===== src/gs_pkg.sv =====
// Package for the Gauss-Seidel solver: payload structs, mode codes, constants.
// Used by every module under src.
package gs_pkg;
  localparam int UNKNOWNS_DEFAULT = 3;
  localparam int MAX_UNKNOWNS = 8;

  typedef enum logic [1:0] {
    MODE_COEF  = 2'd0,
    MODE_RHS   = 2'd1,
    MODE_GUESS = 2'd2,
    MODE_SOLVE = 2'd3
  } mode_t;

  localparam logic [0:0] REG_TOLERANCE  = 1'b0;
  localparam logic [0:0] REG_MAX_SWEEPS = 1'b1;
  localparam logic [30:0] TOL_RESET = 31'd7;
  localparam logic [9:0] SWEEPS_RESET = 10'd100;

  typedef struct packed {
    logic [1:0]         mode;
    logic [2:0]         row;
    logic [2:0]         col;
    logic signed [31:0] value;
  } in_item_t;

  typedef struct packed {
    logic [2:0]         index;
    logic signed [31:0] solution;
    logic               converged;
    logic               zero_pivot;
    logic [9:0]         sweeps_done;
    logic               last;
  } out_item_t;

  // divider handshake
  typedef struct packed {
    logic start;
    logic busy;
    logic done;
  } div_ctl_t;
endpackage


===== src/gauss_seidel_solver.sv =====
// Gauss-Seidel solver in signed Q16.16. Coefficients, right side and solution
// sit in memories with registered reads. Depends on gs_pkg, gs_mem and gs_div.
//
// A load is written straight into its memory. A solve first scans the diagonal
// (states S_PIV and S_PIVW per unknown). In a sweep each unknown then takes,
// per off-diagonal term, a memory read, one 32x32 multiply and a saturating
// subtract (S_TRD, S_TMUL, S_TACC), plus row setup, a pass over the diagonal
// slot, a wait on the bit-serial divider and a write-back. Sweeps repeat until
// convergence or the sweep limit (none on a zero pivot); N beats then go out.
// The divider sets the rate. Reset: the solution store gets a clearing pass
// of UNKNOWNS cycles during which no item is accepted.
module gauss_seidel_solver
  import gs_pkg::*;
#(
  parameter int UNKNOWNS = UNKNOWNS_DEFAULT
) (
  input  logic      clk,
  input  logic      rst,
  input  logic      in_valid,
  output logic      in_ready,
  input  in_item_t  in_data,
  output logic      out_valid,
  input  logic      out_ready,
  output out_item_t out_data,
  input  logic      cfg_we,
  input  logic [1:0] cfg_index,
  input  logic [31:0] cfg_data
);
  localparam int AW = $clog2(UNKNOWNS * UNKNOWNS);
  localparam int XW = $clog2(UNKNOWNS);
  localparam int CW = $clog2(UNKNOWNS + 1);

  typedef enum logic [3:0] {
    S_CLEAR, S_IDLE, S_PIV, S_PIVW, S_ROW, S_TRD, S_TMUL, S_TACC,
    S_DIVW, S_DIVD, S_EMRD, S_EMIT
  } state_t;
  state_t state;

  logic [30:0] tolerance;
  logic [9:0]  max_sweeps;

  // memories
  logic          a_we, b_we, x_we;
  logic [AW-1:0] a_wa, a_ra;
  logic [XW-1:0] b_wa, b_ra, x_wa, x_ra;
  logic [31:0]   a_wd, b_wd, x_wd, a_rd, b_rd, x_rd;

  gs_mem #(.DEPTH(UNKNOWNS * UNKNOWNS)) u_a (.clk, .we(a_we), .waddr(a_wa),
    .wdata(a_wd), .raddr(a_ra), .rdata(a_rd));
  gs_mem #(.DEPTH(UNKNOWNS)) u_b (.clk, .we(b_we), .waddr(b_wa),
    .wdata(b_wd), .raddr(b_ra), .rdata(b_rd));
  gs_mem #(.DEPTH(UNKNOWNS)) u_x (.clk, .we(x_we), .waddr(x_wa),
    .wdata(x_wd), .raddr(x_ra), .rdata(x_rd));

  logic [CW-1:0] i, j;
  logic signed [31:0] sum, old_x, diag;
  logic signed [63:0] prod;
  logic [9:0] sweeps;
  logic all_close, pivot_zero, tol_met;
  logic signed [31:0] quo;
  logic div_go;
  logic div_busy, div_done;
  div_ctl_t dctl;

  // divider start comes from a register so num and den are settled
  gs_div u_div (.clk, .rst, .start(div_go), .num(sum), .den(diag),
    .busy(div_busy), .done(div_done), .quo);

  assign dctl = '{start: div_go, busy: div_busy, done: div_done};

  logic load_ok;
  assign load_ok = in_data.row < UNKNOWNS &&
    (in_data.mode != MODE_COEF || in_data.col < UNKNOWNS);
  assign in_ready = state == S_IDLE;

  logic [AW-1:0] aidx;
  assign aidx = AW'(i * UNKNOWNS + j);

  // sum - floor(prod / 2^16), saturated
  logic signed [47:0] diff;
  assign diff = 48'(sum) - 48'(prod >>> 16);
  logic signed [31:0] diff_sat;
  assign diff_sat = (diff > 48'sh7FFFFFFF) ? 32'sh7FFFFFFF :
                    (diff < -48'sh80000000) ? 32'sh80000000 : 32'(diff);
  logic signed [32:0] delta;
  logic [32:0] mag;
  assign delta = 33'(quo) - 33'(old_x);
  assign mag = delta[32] ? 33'(-delta) : 33'(delta);

  always_comb begin
    a_we = in_valid && in_ready && in_data.mode == MODE_COEF && load_ok;
    a_wa = AW'(in_data.row * UNKNOWNS + in_data.col);
    a_wd = in_data.value;
    b_we = in_valid && in_ready && in_data.mode == MODE_RHS && load_ok;
    b_wa = XW'(in_data.row);
    b_wd = in_data.value;
    x_we = (in_valid && in_ready && in_data.mode == MODE_GUESS && load_ok)
           || state == S_CLEAR || (state == S_DIVD);
    x_wa = state == S_IDLE ? XW'(in_data.row) : XW'(i);
    x_wd = state == S_CLEAR ? 32'd0 : state == S_DIVD ? quo : in_data.value;
    a_ra = (state == S_PIV || state == S_ROW) ? AW'(i * UNKNOWNS + i) : aidx;
    b_ra = XW'(i);
    x_ra = (state == S_TRD) ? XW'(j) : XW'(i);
  end

  always_ff @(posedge clk) begin
    if (rst) begin
      state      <= S_CLEAR;
      i          <= '0;
      tolerance  <= TOL_RESET;
      max_sweeps <= SWEEPS_RESET;
      out_valid  <= 1'b0;
      sweeps     <= '0;
      tol_met    <= 1'b1;
      div_go     <= 1'b0;
    end else begin
      div_go <= 1'b0;
      if (cfg_we) begin
        if (cfg_index == 2'(REG_TOLERANCE)) tolerance <= cfg_data[30:0];
        else if (cfg_index == 2'(REG_MAX_SWEEPS)) max_sweeps <= cfg_data[9:0];
      end
      case (state)
        S_CLEAR: begin
          i <= i + CW'(1);
          if (i == CW'(UNKNOWNS - 1)) begin
            state <= S_IDLE;
          end
        end
        S_IDLE: begin
          if (in_valid && in_data.mode == MODE_SOLVE) begin
            i <= '0;
            pivot_zero <= 1'b0;
            sweeps <= '0;
            tol_met <= 1'b0;
            state <= S_PIV;
          end
        end
        S_PIV: state <= S_PIVW;
        S_PIVW: begin
          if (a_rd == 32'd0) pivot_zero <= 1'b1;
          if (i == CW'(UNKNOWNS - 1)) begin
            i <= '0;
            all_close <= 1'b1;
            if (pivot_zero || a_rd == 32'd0 || max_sweeps == 10'd0) begin
              state <= S_EMRD;
            end else begin
              state <= S_ROW;
            end
          end else begin
            i <= i + CW'(1);
            state <= S_PIV;
          end
        end
        S_ROW: begin
          // reads of diag, b[i], x[i] were issued this cycle
          j <= '0;
          state <= S_TRD;
        end
        S_TRD: begin
          if (j == '0) begin
            diag  <= a_rd;
            sum   <= b_rd;
            old_x <= x_rd;
          end
          if (j == i) begin
            if (j == CW'(UNKNOWNS - 1)) begin
              div_go <= 1'b1;
              state <= S_DIVW;
            end else begin
              j <= j + CW'(1);
            end
          end else begin
            state <= S_TMUL;
          end
        end
        S_TMUL: begin
          prod  <= $signed(a_rd) * $signed(x_rd);
          state <= S_TACC;
        end
        S_TACC: begin
          sum <= diff_sat;
          if (j == CW'(UNKNOWNS - 1)) begin
            div_go <= 1'b1;
            state <= S_DIVW;
          end else begin
            j <= j + CW'(1);
            state <= S_TRD;
          end
        end
        S_DIVW: if (dctl.done) state <= S_DIVD;
        S_DIVD: begin
          if (mag > 33'(tolerance)) all_close <= 1'b0;
          if (i == CW'(UNKNOWNS - 1)) begin
            i <= '0;
            sweeps <= sweeps + 10'd1;
            if ((mag <= 33'(tolerance)) && all_close) begin
              tol_met <= 1'b1;
              state <= S_EMRD;
            end else if (sweeps + 10'd1 >= max_sweeps) begin
              state <= S_EMRD;
            end else begin
              all_close <= 1'b1;
              state <= S_ROW;
            end
          end else begin
            i <= i + CW'(1);
            state <= S_ROW;
          end
        end
        S_EMRD: state <= S_EMIT;
        S_EMIT: begin
          if (!out_valid) begin
            out_valid <= 1'b1;
            out_data <= '{index: 3'(i), solution: x_rd, converged: tol_met,
                          zero_pivot: pivot_zero, sweeps_done: sweeps,
                          last: i == CW'(UNKNOWNS - 1)};
          end else if (out_ready) begin
            out_valid <= 1'b0;
            if (i == CW'(UNKNOWNS - 1)) begin
              i <= '0;
              state <= S_IDLE;
            end else begin
              i <= i + CW'(1);
              state <= S_EMRD;
            end
          end
        end
        default: state <= S_IDLE;
      endcase
    end
  end

  assert property (@(posedge clk) disable iff (rst)
    out_valid && !out_ready |=> out_valid && $stable(out_data))
    else $error("result beat dropped while stalled");
  assert property (@(posedge clk) disable iff (rst)
    out_valid |-> !in_ready)
    else $error("input accepted during result emission");
  assert property (@(posedge clk) disable iff (rst)
    dctl.start |=> dctl.busy)
    else $error("divider did not start");
endmodule


===== src/gs_div.sv =====
// Iterative signed divider: (num * 2^16) / den, truncated toward zero,
// saturated to 32 bits. One quotient bit per cycle. Depends on gs_pkg.
module gs_div
  import gs_pkg::*;
(
  input  logic               clk,
  input  logic               rst,
  input  logic               start,
  input  logic signed [31:0] num,
  input  logic signed [31:0] den,
  output logic               busy,
  output logic               done,
  output logic signed [31:0] quo
);
  logic [47:0] dividend;
  logic [31:0] divisor;
  logic [32:0] rem;
  logic [47:0] q;
  logic [5:0]  cnt;
  logic        neg;
  logic [32:0] trial;

  assign trial = {rem[31:0], dividend[47]} - {1'b0, divisor};

  always_ff @(posedge clk) begin
    if (rst) begin
      busy <= 1'b0;
      done <= 1'b0;
    end else begin
      done <= 1'b0;
      if (start) begin
        busy     <= 1'b1;
        cnt      <= 6'd48;
        rem      <= '0;
        q        <= '0;
        neg      <= num[31] ^ den[31];
        dividend <= {(num[31] ? 32'(-num) : 32'(num)), 16'd0};
        divisor  <= den[31] ? 32'(-den) : 32'(den);
      end else if (busy) begin
        if (!trial[32]) begin
          rem <= trial;
          q   <= {q[46:0], 1'b1};
        end else begin
          rem <= {rem[31:0], dividend[47]};
          q   <= {q[46:0], 1'b0};
        end
        dividend <= {dividend[46:0], 1'b0};
        cnt <= cnt - 6'd1;
        if (cnt == 6'd1) begin
          busy <= 1'b0;
          done <= 1'b1;
        end
      end
    end
  end

  always_comb begin
    if (neg) begin
      quo = (q > 48'h80000000) ? 32'sh80000000 : 32'(-q);
    end else begin
      quo = (q > 48'h7FFFFFFF) ? 32'sh7FFFFFFF : 32'(q);
    end
  end
endmodule


===== src/gs_mem.sv =====
// Synchronous store: one write port, one registered read port.
// Depends on gs_pkg for nothing but house style.
module gs_mem
  import gs_pkg::*;
#(
  parameter int DEPTH = 9
) (
  input  logic                     clk,
  input  logic                     we,
  input  logic [$clog2(DEPTH)-1:0] waddr,
  input  logic [31:0]              wdata,
  input  logic [$clog2(DEPTH)-1:0] raddr,
  output logic [31:0]              rdata
);
  logic [31:0] mem [DEPTH];
  always_ff @(posedge clk) begin
    if (we) mem[waddr] <= wdata;
    rdata <= mem[raddr];
  end
endmodule


===== config.mk =====
export PLATFORM = sky130hd
export DESIGN_NAME = gauss_seidel_solver
export DESIGN_NICKNAME = d
export VERILOG_FILES = /design/src/gs_pkg.sv /design/src/gauss_seidel_solver.sv /design/src/gs_div.sv /design/src/gs_mem.sv
export SDC_FILE = /design/constraint.sdc
export NUM_CORES = 2
export LEC_CHECK = 0
export BUFFER_PORTS_ARGS = -buffer_cell sky130_fd_sc_hd__buf_2
export CAP_MARGIN = 20
export CORE_MARGIN = 4
export CORE_UTILIZATION = 45
export CTS_BUF_LIST = sky130_fd_sc_hd__clkbuf_8
export DETAILED_ROUTE_END_ITERATION = 6
export SLEW_MARGIN = 20
export SYNTH_ARGS = -nofsm -noshare
export SYNTH_HDL_FRONTEND = slang
export SYNTH_SLANG_ARGS = --single-unit

===== constraint.sdc =====
create_clock -name clk -period 19.7 [get_ports clk]
set_clock_uncertainty 0.05 [all_clocks]
set_input_delay 0.985 -clock clk [delete_from_list [all_inputs] [get_ports clk]]
set_output_delay 0.985 -clock clk [all_outputs]
set_load 0.03 [all_outputs]

* Word level (Yosys, flattened, before mapping)
Memories as Yosys holds them, arrays and structs flattened. A register that Yosys moved wholly into a read port is not among the register bits. Index checks and enable logic that the tools add are counted.
Word-level totals: flip-flop bits (word level) 439, bits in latches 0, memory bits (writable) 480, bits of input ports 79, logic and storage cells 218, output and inout bits 50, memory bits (read-only) 0, memories kept 3
Operators by class: multiplexer cells 75, multipliers 3, equal/unequal tests 31, divide/modulo/power cells 0, $lt $le $gt $ge 9, $add $sub $neg 14, reductions and logical operators 47, shift operators 0, bitwise logic cells 5
Memory list:
- u_a.mem | depth 9, width 32, rd ports 1, clocked after memory_dff 1, write ports 1, line gs_mem.sv:15 | logic [31:0] mem [DEPTH];
- u_b.mem | depth 3, width 32, rd ports 1, clocked after memory_dff 1, write ports 1, line gs_mem.sv:15
- u_x.mem | depth 3, width 32, rd ports 1, clocked after memory_dff 1, write ports 1, line gs_mem.sv:15
Operators with widths (number):
- two-way mux 32 bit | 11
- two-way mux 48 bit | 3
- greater-than comparator 48 x 32 -> 1 bit (second input constant) | 2
- negator 32 bit | 3
- multiplier 32 x 32 -> 64 bit | 1
- case mux 32 bit (2 select lines) | 1
- two-way mux 4 bit | 15
- greater-than comparator 48 x 31 -> 1 bit (second input constant) | 1
- less-than comparator 48 x 32 -> 1 bit (second input constant) | 1
- case mux 4 bit (12 select lines) | 1
- subtractor 32 x 48 -> 48 bit | 1
- greater-than comparator 33 x 31 -> 1 bit | 1
- less-or-equal comparator 33 x 31 -> 1 bit | 1
- two-way mux 33 bit | 1
- negator 33 bit | 1
- subtractor 32 x 32 -> 33 bit | 1
- subtractor 33 x 32 -> 33 bit | 1
- logical NOT 32 bit | 1
- two-way mux 31 bit | 1
- two-way mux 1 bit | 24
- AND reduction 3 bit | 7
- two-way mux 10 bit | 2
- case mux 10 bit (2 select lines) | 1
- == test 4 x 3 -> 1 bit (second input constant) | 4
- 39 further kinds | 98

* Longest topological paths before layout
depth after elaboration 12, mapped depth 45, gate-level depth less buffers 42

* By module
From an unflattened synthesis, not the netlist that was laid out.
Unflattened totals: cells, all modules 7975, area, all modules 82735.6 um^2
By module, submodules not included:
- gauss_seidel_solver | times used 1, cells each 5786, sequential area each 7056.8 um^2, area an instance 52100.0 um^2
- gs_mem (u_a) | times used 1, cells each 629, sequential area each 9288.9 um^2, area an instance 11895.2 um^2
- gs_div | times used 1, cells each 1084, sequential area each 4574.4 um^2, area an instance 10214.8 um^2
- gs_mem (u_b ...) | times used 2, cells each 238, sequential area each 3523.4 um^2, area an instance 4262.8 um^2

* Worst setup path before layout
No wires, ideal clock.
path kind register -> register, from register u_div.q[0], to register state[2], slack 10526 ps, arrival time 9007 ps, cell stages (with the launch flop) 45, setup time 117 ps, data required time 19533 ps, path through edfxtp_1 inv_1 ha_1 inv_1 or3_4 or3_4 or4_4 or3_1 or3_4 or4_4 nor2_2 nand2_1 a21o_1 clkbuf_1 o21ai_0 o21ai_0 ha_1 fa_1 (+9 left out) a31oi_1 clkbuf_1 a21oi_1 xnor2_1 ha_1 a21o_1 a21oi_1 nor2b_1 o21ai_0 nand2b_1 a21oi_1 nor2b_1 o21ai_0 nand2_1 a221oi_1 a221o_1 o21ai_0 a32o_1
Between the ends: cells in the longest elaborated chain, start to end 11, elaborated cells on any way between the ends 14
Ends and longest elaborated chain:
- start: declaration | line gs_div.sv:18 | logic [47:0] q;
- start signal: assignment | line gs_div.sv:42 | q <= {q[46:0], 1'b1};
- start signal: assignment | line gs_div.sv:45 | q <= {q[46:0], 1'b0};
- greater-than comparator 48 x 31 -> 1 bit (tied with other cells) | line gs_div.sv:61 | quo = (q > 48'h7FFFFFFF) ? 32'sh7FFFFFFF : 32'(q);
- two-way mux 32 bit, on equally long branches | line gs_div.sv:61, gs_div.sv:59
- two-way mux 32 bit (*) | line gs_div.sv:58 | if (neg) begin
- subtractor 32 x 32 -> 33 bit (*) | line gauss_seidel_solver.sv:87 | assign delta = 33'(quo) - 33'(old_x);
- negator 33 bit | line gauss_seidel_solver.sv:88 | assign mag = delta[32] ? 33'(-delta) : 33'(delta);
- two-way mux 33 bit (*) | line gauss_seidel_solver.sv:88
- less-or-equal comparator 33 x 31 -> 1 bit (*) | line gauss_seidel_solver.sv:196 | if ((mag <= 33'(tolerance)) && all_close) begin
- logical AND 1 bit (*) | line gauss_seidel_solver.sv:196
- two-way mux 4 bit (*) | line gauss_seidel_solver.sv:196
- two-way mux 4 bit (*) | line gauss_seidel_solver.sv:193 | if (i == CW'(UNKNOWNS - 1)) begin
- case mux 4 bit (12 select lines) (*) | line gauss_seidel_solver.sv:122 | case (state)
- end signal: assignment | line gauss_seidel_solver.sv:126 | state <= S_IDLE;
- end signal: assignment | line gauss_seidel_solver.sv:198 | state <= S_EMRD;
- end signal: assignment | line gauss_seidel_solver.sv:200 | state <= S_EMRD;
- end: declaration | line gauss_seidel_solver.sv:37 | state_t state;
Every way passes the cells marked *; elsewhere a longest branch is shown, timed or not. A chain may end at the register's enable or synchronous reset.

* Final worst setup path
from register u_div.q[0], to register state[3]
The elaborated chain is that of the path after synthesis.

==> flow_summary.yaml <==
job:
  drv_cap: 0
final_layout:
  fin_cells: 10136
  final_common_cell: "inv_1"
  postLayoutCellArea_mm2: 0.0879
  final_cell_mix: "1427 x inv_1, 1086 x fa_1, 987 x nand2_1"
  area_delta_synth_final_pct: 8.15
  drive_gt1_frac: 0.0809
  final_nets: 9169
logic_synthesis:
  synth-seq-area-share: 0.344
  synth_cell_types: 84
  yosys_warnings: 0
  synth_top_area_frac: 0.305
  synth_ff_type: "edfxtp_1"
  avgSynthCellArea_um2: 10.7
  ys_ff_latch: 984
  synth-edff-count: 826
  synth_fp_nets: 9109
  yosysTopAreaCell: "edfxtp_1"
  syn_area_mm2: 0.0812
  syn-instance-count: 7588
  async_flop_share: 0
  synth_area_leaders: "edfxtp_1 31%, fa_1 27%, inv_1 6.3%, ha_1 5.5%, nand2_1 4.6%"
drt:
  viasPerCell: 5.46
  vias: 55387
  wirelength_mm: 223
  drt-wirelength-per-cell_um: 22.0
  drc: 1
  drtPass1Iterations: 7
  ant_nets: 0
  drt_iter0_drc: 4748
hold_path:
  hold_start: "cfg_data[29]"
  hold_path.class: "in2reg"
setup_path:
  rr_endpoint: "state[3]"
  reg2regPathDepth: 38
  worst_setup_path_end_kind: "register"
  cp.required_ns: 20.40
  critPathSlowestCell: "nor4bb_1"
  crit_path_frequent_cell: "a21o_1"
  rr_startpoint: "u_div.q[0]"
  worst_setup_path_start_kind: "register"
  crit_path_end: "state[3]"
  cp_top_family: "simple AND/OR/NAND/NOR gates"
  crit_path_max_fanout: 32
  slowest_delay_ns: 0.68
  crit_arrival_ns: 11.57
  cp.depth: 38
  ff2ff_setup_slack_ns: 8.83
  worstSetupPathType: "reg2reg"
  crit_path_start: "u_div.q[0]"
  worst-path-buf-inv: 4
placement:
  dpl_cell_area_mm2: 0.0846
  gp_congestion: 0.902
  dp_hpwl_mm: 155
  dp_cells: 9845
  port_buffers: 126
clock_tree:
  cts-root-buf: "clkbuf_8"
  cts_resized: 0
  post_cts_buffers: 0
  ctsHoldBuffers: 0
  clk_pin_slew_ns: 0.07
  clk_path_buf_depth: 3
  cts_buffers: 155
  htreeDepth: 4
  clkSinkCount: 984
  clock_latency_ns: 0.88
  tritoncts: "done"
timing:
  slew_headroom: 0.319
  setup_tns_ns: 0
  hold_viol: 0
  rsz0062_at_grt: "false"
  fmax_mhz: 92.0
  slew_viol_final: 0
  layout_worst_path_cycle_share: 0.552
  whs_ns: 0.325
  period_needed_ns: 10.87
  worst_slew_pin_slew_ns: 1.02
  setup_viol: 0
global_routing:
  grt_antenna_before_repair: 22
  track_usage: 0.243
  grt_first_pass_wirelength_mm: 346
  grt_pass1_vias: 57581
  grt_start_max_net_pins: 73
  grt_remaining_overflow: 0
die:
  rows: 155
  die_x_um: 433
  die_area_mm2: 0.187
  coreArea_mm2: 0.179
  die_h_um: 433
  io_pins: 129
  start_util: 0.454
run_status:
  status: "finished, violations left"
  violations: "DRC"
==> cell families (layout without fill, tap and decap cells) <==
kind of cell	after synthesis	count (layout)	synth area share
AOI/OAI and AO/OA	941	941	0.0764
other	1	8	0.0000462
and+or+nand+nor	2096	2096	0.120
xor gates and xnor gates	245	245	0.0264
DFF	984	984	0.344
adders and majority gates	1442	1442	0.323
muxes	168	168	0.0306
buffers and inverters	1711	1897	0.0794
==> worst min-delay path by stage <==
stage / cells past startpoint / end / slack (ns)
6_report: 3 / tolerance[29] / 0.33
2_1_floorplan: 0 / out_data[12] / 0.36
3_3_place_gp: 0 / old_x[5] / 0.37
3_5_place_dp: 0 / old_x[5] / 0.37
5_1_grt: 3 / tolerance[29] / 0.27
4_1_cts: 3 / tolerance[29] / 0.22
==> synth_stat cells (10+ instances only) <==
| cell | instances |
|---|---|
| dfxtp_1 | 158 |
| o21bai_1 | 21 |
| nor2_1 | 346 |
| nand3_1 | 46 |
| o311ai_2 | 20 |
| o31ai_1 | 36 |
| ha_1 | 354 |
| nand4_1 | 29 |
| o21a_1 | 31 |
| a221o_1 | 32 |
| nand3b_1 | 10 |
| and2_1 | 297 |
| xor2_1 | 99 |
| nor2b_1 | 103 |
| fa_1 | 1088 |
| a31oi_1 | 36 |
| xnor2_1 | 146 |
| and3_1 | 41 |
| nand2b_1 | 66 |
| inv_1 | 1368 |
| a21o_1 | 87 |
| buf_1 | 16 |
| nor4_1 | 27 |
| or4_1 | 15 |
| nor3_1 | 54 |
| mux4_2 | 64 |
| mux2i_1 | 101 |
| edfxtp_1 | 826 |
| clkbuf_1 | 323 |
| nand2_1 | 987 |
| a211oi_1 | 26 |
| o41ai_1 | 15 |
| or3_1 | 34 |
| a21boi_0 | 10 |
| a22o_1 | 31 |
| o21ai_0 | 180 |
| a21oi_1 | 318 |
==> layer usage <==
layer | up-vias | track usage | wire length, µm
met1 | 28306 | 0.330 | 92500
met2 | 2019 | 0.394 | 105000
met5 | - | 0 | 11
met3 | 397 | 0.0481 | 18300
met4 | 2 | 0.0807 | 7670
li1 | 24663 | - | -
==> area by class of cell <==
type                    count  area [µm²]
clock buffers             172        2370
well taps                2355        2950
flip-flops and latches    984       28000
diodes                      7        17.5
multi-input cells        4893       47000
clock inverters           111         810
repair buffers            246        1550
inverters                1368        5130
fillers                 16223       91100
==> flip-flops by register name, indices dropped and copies added (netlist names), 47 cells and up <==
name and cells:
u_x.mem 96, u_div.q 48, u_b.mem 96, out_data 47
prod 48, u_a.mem 288
==> worst min-delay path, stage by stage <==
cell	delay [ns]
buf_2	0.10
nand2_1	0.04
a21oi_1	0.05
==> per-stage QoR <==
| stage | setup WS [ns] | utilization |
|---|---|---|
| after floorplan | 10.53 | - |
| after global placement | 9.04 | 0.473 |
| after detailed placement | 8.98 | 0.473 |
| after CTS | 8.91 | 0.491 |
| after global routing | 8.22 | 0.491 |
| final | 8.83 | 0.491 |
Power is not shown: default switching activity piles up to over one toggle a cycle in this logic, so the estimate is an artifact.
